## src/sv/ksel_pkg.sv

```systemverilog
// Shared types and constants for the k-smallest selector with sorted drain.
// No dependencies; used by ksel_cmp and k_smallest_selector_sorted_drain.
package ksel_pkg;

	localparam int STORE_DEPTH_DEF = 32;
	localparam int KEEP_W          = 7;
	localparam int CODE_W          = 48;
	localparam int SCORE_W         = 32;
	localparam logic [KEEP_W-1:0] KEEP_RESET = 7'd32;

	localparam logic REQ_OFFER = 1'b0;
	localparam logic REQ_DRAIN = 1'b1;

	typedef struct packed {
		logic [CODE_W-1:0]         code;
		logic signed [SCORE_W-1:0] score;
	} rec_t;

	typedef struct packed {
		logic                      req_type;
		logic [CODE_W-1:0]         rec_code;
		logic signed [SCORE_W-1:0] rec_score;
	} cmd_t;

	typedef struct packed {
		logic [CODE_W-1:0]         out_code;
		logic signed [SCORE_W-1:0] out_score;
		logic                      out_last;
	} rsp_t;

	// a_worse: a ranks worse (score, then code); a_less: a sorts first (code, then score)
	typedef struct packed {
		logic a_worse;
		logic a_less;
		logic a_equal;
	} cmp_t;

	typedef enum logic [1:0] {
		ST_IDLE,
		ST_RESCAN,
		ST_SORT,
		ST_EMIT
	} state_t;

endpackage

```

## src/sv/ksel_cmp.sv

```systemverilog
// Record comparator: rank order (score, code) and sort order (code, score).
// Depends on ksel_pkg.
module ksel_cmp import ksel_pkg::*; (
	input  rec_t a,
	input  rec_t b,
	output cmp_t res
);

	logic [CODE_W+SCORE_W-1:0] rank_a, rank_b, sort_a, sort_b;

	always_comb begin
		rank_a = {~a.score[SCORE_W-1], a.score[SCORE_W-2:0], a.code};
		rank_b = {~b.score[SCORE_W-1], b.score[SCORE_W-2:0], b.code};
		sort_a = {a.code, ~a.score[SCORE_W-1], a.score[SCORE_W-2:0]};
		sort_b = {b.code, ~b.score[SCORE_W-1], b.score[SCORE_W-2:0]};
		res.a_worse = rank_a > rank_b;
		res.a_less  = sort_a < sort_b;
		res.a_equal = a == b;
	end

endmodule

```

## src/sv/k_smallest_selector_sorted_drain.sv

```systemverilog
// Top level of the k-smallest selector: record store, rescan and sorted drain.
// Depends on ksel_pkg and ksel_cmp.
//
// Usage:
//   cmd is taken at a clock edge with start high and busy low. An offer
//   (req_type 0) fills a free slot, or replaces the worst held record when it
//   ranks better; a drain (req_type 1) emits the held records in ascending
//   code order (equal codes by ascending score) and empties the store.
//   Each result sits on rsp for one cycle with rsp_strobe high; the last
//   record of a drain has out_last set. The receiver cannot stall.
//   keep_count_we writes keep_count; the user must do so only while busy
//   is low, as the block itself does not enforce it.
//   An offer that fills a slot or is dropped leaves busy low.
//   An offer that replaces raises busy for a rescan that reads one entry per
//   cycle through the single read port of the store memory.
//   A drain runs one scan of the held records per distinct record, then emits
//   the records equal to it; an empty drain leaves busy low.
// Reset: store empty, keep_count 32; the memory is not cleared.
module k_smallest_selector_sorted_drain import ksel_pkg::*; #(
	parameter int STORE_DEPTH = STORE_DEPTH_DEF
) (
	input  logic              clk,
	input  logic              arst_n,
	input  logic              start,
	output logic              busy,
	input  cmd_t              cmd,
	output logic              rsp_strobe,
	output rsp_t              rsp,
	input  logic              keep_count_we,
	input  logic [KEEP_W-1:0] keep_count_wdata
);

	localparam int SLOT_W = (STORE_DEPTH > 1) ? $clog2(STORE_DEPTH) : 1;
	localparam int CNT_W  = $clog2(STORE_DEPTH + 1);

	rec_t mem [STORE_DEPTH];

	state_t state_q, state_d;

	logic [KEEP_W-1:0] keep_q, keep_eff;
	logic [CNT_W-1:0]  fill_q, rd_idx_q, emit_q, best_cnt_q;
	logic [SLOT_W-1:0] worst_slot_q, cand_slot_q, idx_s1;
	logic              valid_s1, last_s1, have_prev_q, best_valid_q;
	rec_t              worst_rec_q, cand_rec_q, prev_rec_q, best_rec_q, rdata_s1, new_rec;

	logic              accept, issuing, has_room, replace, pass_done, emit_done, drain_done;
	logic              mem_we, elig, cand_take;
	logic [SLOT_W-1:0] mem_waddr;
	cmp_t              cmp_new, cmp_cand, cmp_best, cmp_prev;

	assign new_rec = '{code: cmd.rec_code, score: cmd.rec_score};

	ksel_cmp u_cmp_new  (.a(new_rec),  .b(worst_rec_q), .res(cmp_new));
	ksel_cmp u_cmp_cand (.a(rdata_s1), .b(cand_rec_q),  .res(cmp_cand));
	ksel_cmp u_cmp_best (.a(rdata_s1), .b(best_rec_q),  .res(cmp_best));
	ksel_cmp u_cmp_prev (.a(prev_rec_q), .b(rdata_s1),  .res(cmp_prev));

	always_comb begin
		if (keep_q == '0)
			keep_eff = KEEP_W'(1);
		else if (keep_q > KEEP_W'(STORE_DEPTH))
			keep_eff = KEEP_W'(STORE_DEPTH);
		else
			keep_eff = keep_q;
	end

	assign accept     = start && (state_q == ST_IDLE);
	assign has_room   = KEEP_W'(fill_q) < keep_eff;
	assign replace    = !cmp_new.a_worse && !cmp_new.a_equal;
	assign issuing    = (state_q == ST_RESCAN || state_q == ST_SORT) && (rd_idx_q < fill_q);
	assign pass_done  = valid_s1 && last_s1;
	assign emit_done  = best_cnt_q == CNT_W'(1);
	assign drain_done = emit_q == fill_q - CNT_W'(1);
	assign elig       = !have_prev_q || cmp_prev.a_less;
	assign cand_take  = cmp_cand.a_worse;

	assign mem_we    = accept && (cmd.req_type == REQ_OFFER) && (has_room || replace);
	assign mem_waddr = has_room ? fill_q[SLOT_W-1:0] : worst_slot_q;

	always_ff @(posedge clk) begin
		if (mem_we)
			mem[mem_waddr] <= new_rec;
		rdata_s1 <= mem[rd_idx_q[SLOT_W-1:0]];
	end

	// next state
	always_comb begin
		state_d = state_q;
		unique case (state_q)
			ST_IDLE: begin
				if (accept) begin
					if (cmd.req_type == REQ_DRAIN) begin
						if (fill_q != '0)
							state_d = ST_SORT;
					end else if (!has_room && replace) begin
						state_d = ST_RESCAN;
					end
				end
			end
			ST_RESCAN: begin
				if (pass_done)
					state_d = ST_IDLE;
			end
			ST_SORT: begin
				if (pass_done)
					state_d = ST_EMIT;
			end
			ST_EMIT: begin
				if (emit_done)
					state_d = drain_done ? ST_IDLE : ST_SORT;
			end
			default: state_d = ST_IDLE;
		endcase
	end

	// outputs
	always_comb begin
		busy           = state_q != ST_IDLE;
		rsp_strobe     = state_q == ST_EMIT;
		rsp.out_code   = best_rec_q.code;
		rsp.out_score  = best_rec_q.score;
		rsp.out_last   = drain_done;
	end

	always_ff @(posedge clk or negedge arst_n) begin
		if (!arst_n) begin
			state_q      <= ST_IDLE;
			keep_q       <= KEEP_RESET;
			fill_q       <= '0;
			worst_slot_q <= '0;
			rd_idx_q     <= '0;
			emit_q       <= '0;
			best_cnt_q   <= '0;
			valid_s1     <= 1'b0;
			last_s1      <= 1'b0;
			have_prev_q  <= 1'b0;
			best_valid_q <= 1'b0;
		end else begin
			state_q  <= state_d;
			valid_s1 <= issuing;
			last_s1  <= issuing && (rd_idx_q == fill_q - CNT_W'(1));
			if (keep_count_we)
				keep_q <= keep_count_wdata;
			if (issuing)
				rd_idx_q <= rd_idx_q + CNT_W'(1);
			else if (state_q == ST_IDLE || state_q == ST_EMIT)
				rd_idx_q <= '0;

			if (accept && cmd.req_type == REQ_OFFER && has_room) begin
				fill_q <= fill_q + CNT_W'(1);
				if (fill_q == '0 || cmp_new.a_worse)
					worst_slot_q <= fill_q[SLOT_W-1:0];
			end
			if (accept && cmd.req_type == REQ_DRAIN) begin
				emit_q       <= '0;
				have_prev_q  <= 1'b0;
				best_valid_q <= 1'b0;
				best_cnt_q   <= '0;
			end
			if (state_q == ST_RESCAN && pass_done)
				worst_slot_q <= cand_take ? idx_s1 : cand_slot_q;
			if (state_q == ST_SORT && valid_s1 && elig) begin
				if (!best_valid_q || cmp_best.a_less) begin
					best_valid_q <= 1'b1;
					best_cnt_q   <= CNT_W'(1);
				end else if (cmp_best.a_equal) begin
					best_cnt_q <= best_cnt_q + CNT_W'(1);
				end
			end
			if (state_q == ST_EMIT) begin
				emit_q     <= emit_q + CNT_W'(1);
				best_cnt_q <= best_cnt_q - CNT_W'(1);
				if (emit_done) begin
					have_prev_q  <= 1'b1;
					best_valid_q <= 1'b0;
					if (drain_done) begin
						fill_q       <= '0;
						worst_slot_q <= '0;
					end
				end
			end
		end
	end

	always_ff @(posedge clk) begin
		idx_s1 <= rd_idx_q[SLOT_W-1:0];
		if (accept && cmd.req_type == REQ_OFFER) begin
			if (has_room) begin
				if (fill_q == '0 || cmp_new.a_worse)
					worst_rec_q <= new_rec;
			end else begin
				cand_slot_q <= worst_slot_q;
				cand_rec_q  <= new_rec;
			end
		end
		if (state_q == ST_RESCAN && valid_s1 && cand_take) begin
			cand_slot_q <= idx_s1;
			cand_rec_q  <= rdata_s1;
		end
		if (state_q == ST_RESCAN && pass_done)
			worst_rec_q <= cand_take ? rdata_s1 : cand_rec_q;
		if (state_q == ST_SORT && valid_s1 && elig && (!best_valid_q || cmp_best.a_less))
			best_rec_q <= rdata_s1;
		if (state_q == ST_EMIT && emit_done)
			prev_rec_q <= best_rec_q;
	end

`ifndef SYNTHESIS
	a_worst_held: assert property (@(posedge clk) disable iff (!arst_n)
		fill_q != '0 |-> CNT_W'(worst_slot_q) < fill_q)
		else $error("worst slot outside held records");
	a_strobe_src: assert property (@(posedge clk) disable iff (!arst_n)
		rsp_strobe |-> $past(state_q) == ST_SORT || $past(state_q) == ST_EMIT)
		else $error("result item without a sort pass");
	a_last_clears: assert property (@(posedge clk) disable iff (!arst_n)
		rsp_strobe && rsp.out_last |=> !rsp_strobe && fill_q == '0 && !busy)
		else $error("store not cleared after last item");
	a_empty_drain: assert property (@(posedge clk) disable iff (!arst_n)
		start && !busy && cmd.req_type == REQ_DRAIN && fill_q == '0 |=> !busy && !rsp_strobe)
		else $error("empty drain started work");
	a_read_in_scan: assert property (@(posedge clk) disable iff (!arst_n)
		valid_s1 |-> state_q == ST_RESCAN || state_q == ST_SORT)
		else $error("read data outside a scan");
`endif

endmodule

```

## config.mk

```make
export PLATFORM = sky130hd
export DESIGN_NAME = k_smallest_selector_sorted_drain
export DESIGN_NICKNAME = d
export VERILOG_FILES = /design/src/sv/ksel_pkg.sv /design/src/sv/ksel_cmp.sv /design/src/sv/k_smallest_selector_sorted_drain.sv
export SDC_FILE = /design/constraint.sdc
export NUM_CORES = 2
export LEC_CHECK = 0
export BUFFER_PORTS_ARGS = -buffer_cell sky130_fd_sc_hd__buf_2
export CORE_MARGIN = 3
export CORE_UTILIZATION = 63
export DETAILED_ROUTE_END_ITERATION = 16
export PLACE_DENSITY = 0.82
export SETUP_SLACK_MARGIN = 0.05
export SLEW_MARGIN = 20
export SYNTH_ARGS = -nofsm -noshare
export SYNTH_HDL_FRONTEND = slang
export SYNTH_SLANG_ARGS = --single-unit
export TNS_END_PERCENT = 20
```

## constraint.sdc

```tcl
create_clock -name clk -period 10 [get_ports clk]
set_input_delay 2 -clock clk [delete_from_list [all_inputs] [get_ports clk]]
set_output_delay 2 -clock clk [all_outputs]
set_load 0.02 [all_outputs]
```

==> results.txt <==
CTS placed an instance of clkbuf_16 at the clock tree root. Cells fill 70.9% of the core in the end. The die is 447 um wide.

The logs give 20 for the initial antenna violation count and 1.2% for the power share of the combinational group. The core region is 193000 sq um. The run gives 0.000170 V as the highest ir drop seen on vdd. Setup violations remaining at the end of the flow were counted as 0. The kind of capture point of the worst setup path was a flop. The run gives 68600 as the via count of the first global-routing pass. After routing the design area is 137000 sq um.

The number of instances in the synthesized netlist was 6091; the mean area per synthesized cell was 20.1 sq um. The number of max-cap violations was 0; the placed wire-length estimate was 179000 um. The floorplan step defined a die boundary enclosing 200000 sq um.

After detailed routing, the number of remaining DRC violations is 0. The logic depth of the worst register-to-register path was 12. For this run, the register share of the synthesized area comes to 73.0%. The area growth from synthesis to layout is 11.7%.

The worst setup path endpoint is mem[21][42]. The tightest hold path in the finished design has a slack of 0.466 ns. Final wirelength: 338000 um. The critical path goes through buf_2, ha_1, a21oi_1, o22ai_1, a211oi_1, a31oi_1, o21bai_1, nand2_4, o32a_4, nor2_4, buf_4.

The worst setup path is of the input pin to flop kind. The run gives 10.55 ns as the data required time of the critical path. STA classifies the critical path startpoint as an input pin. TritonCTS built the clock tree. The die is 447 um tall. In this run the critical register-to-register path is launched from rdata_s1[29]. The post-route netlist has 26.7% of its cells at a drive strength greater than 1. The internal portion of the total power is 0.0203 W. Port buffering added 174 buffers. The power density over the cells was 185 nW/um^2; the pin count of the biggest net entering global routing was 150.

The ratio of final minimum period to clock period is 67.9%. The launching instance or port of the critical path is cmd[43]. The slew of the pin with the lowest slew margin is 1.38 ns, and the count of standard-cell rows is 161. Clock slew seen by the registers of the worst setup and hold paths: 0.06 ns.

The slowest stage of the critical path belongs to the cell nor2_4. Setup repair after global routing left no endpoint under its margin. Post-CTS repair changed the size of 0 cells.

Classification of the worst-slack hold path: flop to flop. Derived from the worst setup path, the maximum achievable clock frequency is 147 MHz. The total number of clock tree sinks is 3012. The run gives 7.34 ns as the critical path arrival.

The flow ran to the end, and the final reports show no timing, DRC or antenna violations. The global placer's final weighted congestion was 0.914; the sequential group share of total power was 54.7%. The run gives 10800 as the first-iteration detailed-routing DRC count.

The async set-or-reset flop fraction in the synthesized netlist is 1.39%, and the effective utilization at floorplan is 63.5%. The count of pins on the block boundary is 175, and the clock network fraction of design power is 44.1%. In this run the worst path has a maximum fanout of 35. Synthesis produced a netlist with a net count of 6524. In the global route stage, overall resource usage came out at 34.4%. The worst reg2reg path endpoint was cand_rec_q[53]. Synthesis instantiated 78 different standard cells from the library. The first global-routing pass estimated 486000 um of wire. For flop-to-flop paths, the worst setup slack is 3.52 ns. Total congestion overflow after global routing: 0. The synthesis-stage register bit count came out at 3012.

Summed over all nets, the switching power comes to 0.00499 W. Across the routed clock network, the largest skew measured is 0.0720 ns. The number of hold violations in the final report came out at 0. Net switching is 19.8% of the power. The logs give 0 for the number of nets with antenna violations after detailed routing and 0 for the number of buffers added to fix hold violations after cts.

For the reported leakage power, the log shows 45.7 nW. The count of buffers added by post-CTS timing repair for setup is 0. The most used flip-flop cell after synthesis is edfxtp_1. At the later pin of the worst-skew pair, clock insertion delay measures 0.96 ns. The Yosys step of the flow raised 0 warnings. In this run the tightest slew margin relative to its limit is 7.92%. The final net count was 6879; the total count of max-transition violations in the final report was 0.

The H-tree generated during clock tree synthesis spans 5 levels. The longest individual stage delay on the worst path was 0.93 ns; the placement-stage cell area was 127000 sq um. Dividing the detail-routed wire length by the instance count gives 36.7 um. The mean number of vias per cell was 7.25; the post-synthesis cell area was 122000 sq um. The number of enable flip-flop cells after synthesis was 2885.

The layout filler cell count was 10300; the number of optimization iterations in the first detailed-route pass was 9. The run gives 4 as the maximum buffer depth of the clock tree. The tools report the number of vias in the routed layout as 66800. Buffers inserted during clock tree synthesis total 310. The worst path in the final design needs a cycle of 6.79 ns, including I/O delays and setup.
[power by group through the flow]
| stage | Clock [W] | Sequential, W | Combinational [W] |
|---|---|---|---|
| 5_1_grt | 0.0116 | 0.0138 | 0.000333 |
| 2_1_floorplan | 0 | 0.0141 | 0.0000787 |
| 4_1_cts | 0.0112 | 0.0138 | 0.000298 |
| 6_report | 0.0111 | 0.0138 | 0.000307 |
| 3_5_place_dp | 0 | 0.0141 | 0.000289 |
| 3_3_place_gp | 0 | 0.0141 | 0.000269 |
[metrics by stage]
stage | setup slack [ns] | total power, W | instances | setup TNS [ns]
global route | 3.23 | 0.0258 | 9206 | 0
floorplan | -0.368 | 0.0141 | 6091 | -522.76
global placement | 2.67 | 0.0143 | 8651 | 0
CTS | 3.44 | 0.0253 | 9197 | 0
detailed placement | 2.47 | 0.0144 | 8655 | 0
finish | 3.21 | 0.0252 | 9213 | 0
[sequential cells by signal, summed over array words and instances, names as in the netlist]
register	flops
mem	2560
cand_rec_q	80
prev_rec_q	80
rdata_s1	80
rsp	80
worst_rec_q	80
keep_q	7
best_cnt_q	6
emit_q	6
fill_q	6
rd_idx_q	6
cand_slot_q	5
idx_s1	5
worst_slot_q	5
state_q	2
best_valid_q	1
have_prev_q	1
last_s1	1
valid_s1	1
[how the worst min path moves through the flow]
stage | start | endpoint | slack [ns] | cells past startpoint
after floorplan | rd_idx_q[0] | idx_s1[0] | 0.37 | 0
after global placement | rsp[62] | prev_rec_q[61] | 0.46 | 0
after detailed placement | rsp[51] | prev_rec_q[50] | 0.47 | 0
after CTS | rsp[62] | prev_rec_q[61] | 0.47 | 0
after global routing | rsp[62] | prev_rec_q[61] | 0.49 | 0
final | rsp[62] | prev_rec_q[61] | 0.47 | 0
[worst max-delay path: cells and delay by family]
family	cells	cell delay [ns]
AO/OA/AOI/OAI	6	2.43
AND/OR/NAND/NOR	2	1.17
buffers and inverters	2	1.25
adder cells (fa/ha/maj)	1	0.37
[Yosys cell counts (all sizes together), types with 5 or more instances]
| cell | number | area [sq um] |
|---|---|---|
| nor2 | 145 | 544 |
| o31ai | 5 | 37.5 |
| nor3b | 7 | 52.6 |
| a221o | 5 | 50.1 |
| xor2 | 10 | 87.6 |
| a21oi | 210 | 1050 |
| nand4 | 59 | 369 |
| nand2b | 10 | 62.6 |
| xnor2 | 23 | 201 |
| nand3 | 50 | 250 |
| o21ai | 147 | 736 |
| a21o | 28 | 214 |
| nor4 | 16 | 113 |
| nand2 | 121 | 462 |
| edfxtp | 2885 | 86600 |
| o221ai | 7 | 61.3 |
| o211ai | 11 | 82.6 |
| a21boi | 6 | 45.0 |
| o211a | 5 | 50.1 |
| a22oi | 5 | 37.5 |
| a221oi | 7 | 61.3 |
| and2 | 11 | 68.8 |
| mux4 | 800 | 18000 |
| nor3 | 59 | 305 |
| clkbuf | 214 | 803 |
| mux2 | 170 | 1910 |
| o32a | 5 | 75.1 |
| inv | 357 | 1340 |
| nor2b | 9 | 56.3 |
| dfxtp | 85 | 1700 |
| o21a | 8 | 60.1 |
| and4 | 7 | 62.6 |
| buf | 56 | 270 |
| ha | 341 | 4270 |
| and3 | 9 | 56.3 |
| a211oi | 16 | 133 |
| a31oi | 90 | 563 |
| dfrtp | 41 | 1030 |
[cells by family (layout without fill, tap and decap cells)]
| logic type | Yosys count | after routing | synth area share (%) |
|---|---|---|---|
| DFF | 3012 | 3012 | 73.0 |
| and+or+nand+nor | 515 | 515 | 2.04 |
| other | 0 | 11 | 0 |
| AOI/OAI and AO/OA | 588 | 588 | 2.91 |
| muxes | 974 | 974 | 16.3 |
| xor gates and xnor gates | 33 | 33 | 0.236 |
| adders and majority gates | 341 | 341 | 3.49 |
| buffers and inverters | 628 | 1213 | 1.98 |
[routing by layer]
| metal | vias up | global-route usage, % | part of all wire (%) |
|---|---|---|---|
| li1 | 25700 | - | - |
| met3 | 1278 | 10.3 | 14 |
| met5 | - | 0 | 0.076 |
| met2 | 5847 | 52.7 | 47 |
| met4 | 20 | 19.9 | 6.5 |
| met1 | 34000 | 44.6 | 32 |
[area by class of cell]
cell class | count | area (sq um) | share of cell area [%]
Inverter | 358 | 1350 | 0.985
Clock inverter | 143 | 1230 | 0.899
Clock buffer | 399 | 8350 | 6.11
Multi-Input combinational cell | 2451 | 30900 | 22.6
Timing Repair Buffer | 313 | 2270 | 1.66
Sequential cell | 3012 | 89400 | 65.4
Antenna cell | 11 | 27.5 | 0.0201
Tap cell | 2526 | 3160 | 2.31
[placed cells by master, fill, tap and decap left out, types with 8 or more instances in the layout]
master      count
xor2_1         10
mux4_2        800
bufinv_16      20
nand2b_1       10
a21oi_1       208
o211ai_1       11
a21o_1         24
nor2_1        136
mux2_2        170
nor3_2         23
nor4_1         12
dfrtp_1        36
clkbuf_1       68
buf_4         113
xnor2_1        23
clkinvlp_4     11
a31oi_1        89
edfxtp_1     2885
buf_2         174
inv_1         356
clkinv_2       54
and2_1         10
clkinv_1       50
ha_1          341
nand4_1        59
buf_12         17
nor2_4          9
clkbuf_8       17
nand2_1       118
a211oi_1       15
o21ai_0       144
o21a_1          8
nand3_1        48
dfxtp_1        85
clkbuf_16     314
nor3_1         34
nor2b_1         9
diode_2        11
Note: power is estimated with default switching activity, not from simulation.
